<file path="src/design/swashplateless_rotor_mixer_core_macros.svh">
// Assertion macros for the rotor mixer RTL
`ifndef SWASHPLATELESS_ROTOR_MIXER_CORE_MACROS_SVH
`define SWASHPLATELESS_ROTOR_MIXER_CORE_MACROS_SVH

// same-cycle implication
`define SRM_ASSERT_IMP(lbl, clk, rstn, ante, cons) \
  lbl: assert property (@(posedge clk) disable iff (!rstn) (ante) |-> (cons)) \
    else $error("srm: assertion failed");

// next-cycle implication
`define SRM_ASSERT_NXT(lbl, clk, rstn, ante, cons) \
  lbl: assert property (@(posedge clk) disable iff (!rstn) (ante) |=> (cons)) \
    else $error("srm: assertion failed");

`endif

</file>
<file path="src/design/srm_pkg.sv">
// Types and constants of the rotor mixer
package srm_pkg;

  localparam int unsigned CFG_IDX_W = 3;
  localparam int unsigned CFG_DATA_W = 16;
  localparam int unsigned DIVISOR_W = 16;
  localparam int unsigned GAIN_FRAC = 8;

  localparam logic [14:0] OUT_MAX = 15'h7FFF;

  localparam logic [15:0] SIN_A = 16'd51472;
  localparam logic [15:0] SIN_B = 16'd21024;
  localparam logic [15:0] SIN_C = 16'd2320;
  localparam logic [15:0] QUARTER = 16'd32768;

  typedef enum logic [CFG_IDX_W-1:0] {
    CFG_SPIN_DIRECTION = 3'd0,
    CFG_CYCLIC_GAIN    = 3'd1,
    CFG_PHASE_OFFSET   = 3'd2,
    CFG_FORCE_GAIN     = 3'd3,
    CFG_TORQUE_GAIN    = 3'd4,
    CFG_PROP_DISTANCE  = 3'd5
  } srm_cfg_e;

endpackage

</file>
<file path="src/design/srm_div_pipe.sv">
// Pipelined restoring divider, one quotient bit per stage
module srm_div_pipe #(
  parameter int unsigned DW = 35
) (
  input  logic                           clk_i,
  input  logic                           en_i,
  input  logic [DW-1:0]                  dividend_i,
  input  logic [srm_pkg::DIVISOR_W-1:0]  divisor_i,
  output logic [DW-1:0]                  quotient_o
);
  import srm_pkg::*;

  logic [DIVISOR_W-1:0] rem_q [DW-1];
  logic [DW-1:0]        low_q [DW];
  logic [DIVISOR_W-1:0] dvs_q [DW-1];

  for (genvar k = 0; k < DW; k++) begin : g_stage
    logic [DIVISOR_W-1:0] rem_in;
    logic [DIVISOR_W-1:0] dvs_in;
    logic [DW-1:0]        low_in;
    logic [DIVISOR_W:0]   r;
    logic [DIVISOR_W:0]   rn;
    logic                 ge;

    if (k == 0) begin : g_first
      assign rem_in = '0;
      assign low_in = dividend_i;
      assign dvs_in = divisor_i;
    end else begin : g_next
      assign rem_in = rem_q[k-1];
      assign low_in = low_q[k-1];
      assign dvs_in = dvs_q[k-1];
    end

    assign r  = {rem_in, low_in[DW-1]};
    assign ge = (r >= {1'b0, dvs_in});
    assign rn = ge ? (r - {1'b0, dvs_in}) : r;

    always_ff @(posedge clk_i) begin
      if (en_i) begin
        low_q[k] <= {low_in[DW-2:0], ge};
      end
    end

    if (k < DW - 1) begin : g_carry
      always_ff @(posedge clk_i) begin
        if (en_i) begin
          rem_q[k] <= rn[DIVISOR_W-1:0];
          dvs_q[k] <= dvs_in;
        end
      end
    end
  end

  assign quotient_o = low_q[DW-1];

endmodule

</file>
<file path="config.mk">
export PLATFORM = sky130hd
export DESIGN_NAME = srm_div_pipe
export DESIGN_NICKNAME = d
export VERILOG_FILES = /design/src/design/swashplateless_rotor_mixer_core_macros.svh /design/src/design/srm_pkg.sv /design/src/design/srm_div_pipe.sv
export SDC_FILE = /design/constraint.sdc
export NUM_CORES = 2
export LEC_CHECK = 0
export BUFFER_PORTS_ARGS = -buffer_cell sky130_fd_sc_hd__buf_2
export CAP_MARGIN = 20
export CORE_UTILIZATION = 45
export DETAILED_ROUTE_END_ITERATION = 6
export PLACE_DENSITY = 0.59
export SLEW_MARGIN = 30
export SYNTH_ARGS = -nofsm -noshare
export SYNTH_HDL_FRONTEND = slang
export SYNTH_SLANG_ARGS = --single-unit
</file>
<file path="constraint.sdc">
create_clock -name clk_i -period 7.3 [get_ports clk_i]
set_input_delay 2.19 -clock clk_i [delete_from_list [all_inputs] [get_ports clk_i]]
set_output_delay 2.19 -clock clk_i [all_outputs]
set_load 0.02 [all_outputs]
</file>
==> reports/metrics.csv <==
stage,metric,value,unit
layout,layout.nets,7801,
critical_path,crit_type,flop to flop,
critical_path,path_max_fanout,17,
layout,final_cell_mix,"edfxtp_1 (2313), inv_1 (692), ha_1 (546)",
critical_path,path_cells,ha_1 -> a21oi_1 -> or3b_2 -> o21ai_0 -> a211oi_1 -> o31ai_2 -> buf_4 -> inv_1 -> nor2_1 -> a41oi_1,
timing,finalClockSkew,0.08377,ns
synthesis,synth_nets,7482,
critical_path,cp_slowest_cell,o31ai_2,
layout,final_util,51.21,%
critical_path,cp_top_family,compound AO/OA/AOI/OAI gates,
clocking,postCtsResizedCells,0,
layout,nFillCells,18550,
place,gp_congestion,0.8488,
critical_path,cp.arrival,4.26,ns
die,die_area,227000,um^2
clocking,cts_setup_buffers,0,
power,seq_power_share,40.8,%
timing,holdWs,0.3521,ns
die,io_pins,88,
timing,slew_headroom,36.18,%
synthesis,ys.flop_type,edfxtp_1,
clocking,root_buffer,clkbuf_16,
clocking,cts_hold_buf,0,
detailed_routing,drcViolationCount,0,
place,dp_hpwl,126400,um
detailed_routing,drt_first_iter_violations,3873,
layout,syn_to_final_growth,12.73,%
detailed_routing,vias,53700,
synthesis,synth_edf_count,2313,
critical_path,cp_num_buf_inv,2,
clocking,numCtsBuffers,236,
grt,grt_pass1_wl,291300,um
timing,worst_pin_slew,0.9573,ns
die,fp.dieW,476.4,um
clocking,path_clk_slew,0.06,ns
synthesis,yosysSeqAreaShare,68.58,%
synthesis,syn_inst,6850,
grt,grt_pass1_vias,53450,
detailed_routing,wl_per_cell,17.63,um
grt,gr-total-overflow,0,
layout,final_common_cell,edfxtp_1,
detailed_routing,ant_nets,0,
layout,post_route_cells_drive_above_1_share,12.15,%
critical_path,cp-end-kind,flop,
run,max_cap_violations,0,
clocking,h-tree-depth,4,
power,power_frac_clock,26.0,%
detailed_routing,drtPass1Iterations,7,
timing,slew_viol_final,0,
timing,final_hold_viol_count,0,
synthesis,ys_ff_latch,2313,
grt,track_usage,15.98,%
critical_path,critPathRequiredTime,7.88,ns
power,leakage,43.64,nW
die,core_area,223000,um^2
min_path,hold_class,flop to flop,
critical_path,worstReg2RegEnd,rem_q[23][14],
place,numPortBuffers,87,
timing,setup_viol,0,
grt,grt_start_max_net_pins,198,
layout,seq_area,69460,um^2
power,ir_drop,0.2233,mV
die,num_rows,173,
die,die_h,476.4,um
critical_path,slowest_delay,0.75,ns
critical_path,crit_path_start_kind,flop,
clocking,clock_latency,0.89,ns
clocking,cts_tree,built,
grt,antenna_found_initial,3,
detailed_routing,viasPerCell,5.191,
detailed_routing,wl,182400,um
critical_path,cp-startpoint,rem_q[22][5],
timing,min_period_over_period,50.44,%
synthesis,mappedNetlistArea,101300,um^2
timing,fmax,271.6,MHz
power,pwr-share-comb,33.2,%
clocking,numClockSinks,2313,
synthesis,syn_avg_cell_area,14.78,um^2
synthesis,ys_async_sr_fraction,0,%
timing,tns,0,ns
synthesis,synth_cell_types,78,
timing,grt_setup_unrepaired,false,
die,start_util,45.42,%
power,net-switching-power,14.98,mW
critical_path,crit_end,rem_q[23][14],
critical_path,cp_num_cells,10,
layout,multiInputGateArea,29080,um^2
power,internal_power,32.68,mW
clocking,cts_max_path_buffers,3,
timing,fin_crit,3.682,ns
critical_path,r2r-start,rem_q[22][5],
critical_path,rrSetupSlack,3.62,ns
synthesis,synth_warnings,0,
critical_path,rr_worst_depth,10,
outcome,status,finished clean,
power,powerDensity,417.4,nW/um^2
power,switching_share,31.43,%
-- routing by layer --
metal	GRT usage, %	part of all wire [%]	up-vias
met4	5.126	2.8	0
met5	0	0	-
met2	26.63	48	883
met1	21.42	45	26190
li1	-	-	26290
met3	2.463	3.7	338
-- registers in the layout, indices dropped and copies added, names as in the netlist --
register	flops
low_q	1225
rem_q	544
dvs_q	544
-- synth_stat cells, drive strengths merged, types with 64 or more instances --
master,count,share of area (%)
a21o,158,1.2
a21oi,340,1.7
edfxtp,2313,69
ha,546,6.7
inv,692,2.6
mux2,331,3.7
nand2,271,1.0
nand2b,87,0.54
nand3,65,0.32
nand4,64,0.40
nor2,337,1.2
nor2b,88,0.55
nor3,66,0.33
o21a,93,0.69
o21ai,318,1.6
xnor2,240,2.1
xor2,139,1.2
-- cell families (layout without fill, tap and decap cells) --
family	after synthesis	after routing	share of synthesized area [%]
fa+ha+maj	579	579	7.398
flops	2313	2313	68.58
simple gates	1133	1133	5.431
mux	378	378	4.171
compound gates	1301	1301	8.267
buf+inv	767	1286	2.871
other cells	0	2	0
xor+xnor	379	379	3.278
-- power by group through the flow --
stage / Clock (mW) / Sequential (mW) / Combinational (mW)
2_1_floorplan: 0 / 19.0 / 12.2
3_3_place_gp: 0 / 19.7 / 15.4
3_5_place_dp: 0 / 19.7 / 15.7
4_1_cts: 12.8 / 19.5 / 15.8
5_1_grt: 13.3 / 19.7 / 17.6
6_report: 12.4 / 19.4 / 15.8
-- cell type report --
type,instances,share of cell area (%)
diodes,2,0.004384
clock buffers,269,5.281
clock inverters,169,1.836
inverters,692,2.275
multi-input cells,3770,25.47
flip-flops and latches,2313,60.84
well taps,2975,3.260
repair buffers,156,1.040
-- how the worst min path moves through the flow --
stage	startpoint	endpoint	slack [ns]	depth (start not counted)
global route	low_q[7][24]	low_q[8][25]	0.35	0
global placement	low_q[20][20]	low_q[21][21]	0.40	0
detailed placement	low_q[9][14]	low_q[10][15]	0.40	0
finish	low_q[3][12]	low_q[4][13]	0.35	0
floorplan	low_q[9][9]	low_q[10][10]	0.40	0
CTS	low_q[26][23]	low_q[27][24]	0.35	0
-- per-stage QoR --
step | cell area, um^2 | worst slack (ns) | total power, mW | std cells
CTS | 114100 | 3.555 | 48.12 | 10340
detailed placement | 106000 | 2.861 | 35.44 | 9904
floorplan | 101300 | 3.234 | 31.26 | 6850
global placement | 105900 | 2.613 | 35.11 | 9903
finish | 114200 | 3.618 | 47.66 | 10350
global route | 114200 | 3.388 | 50.60 | 10350
(Power assumes the default switching activity.)
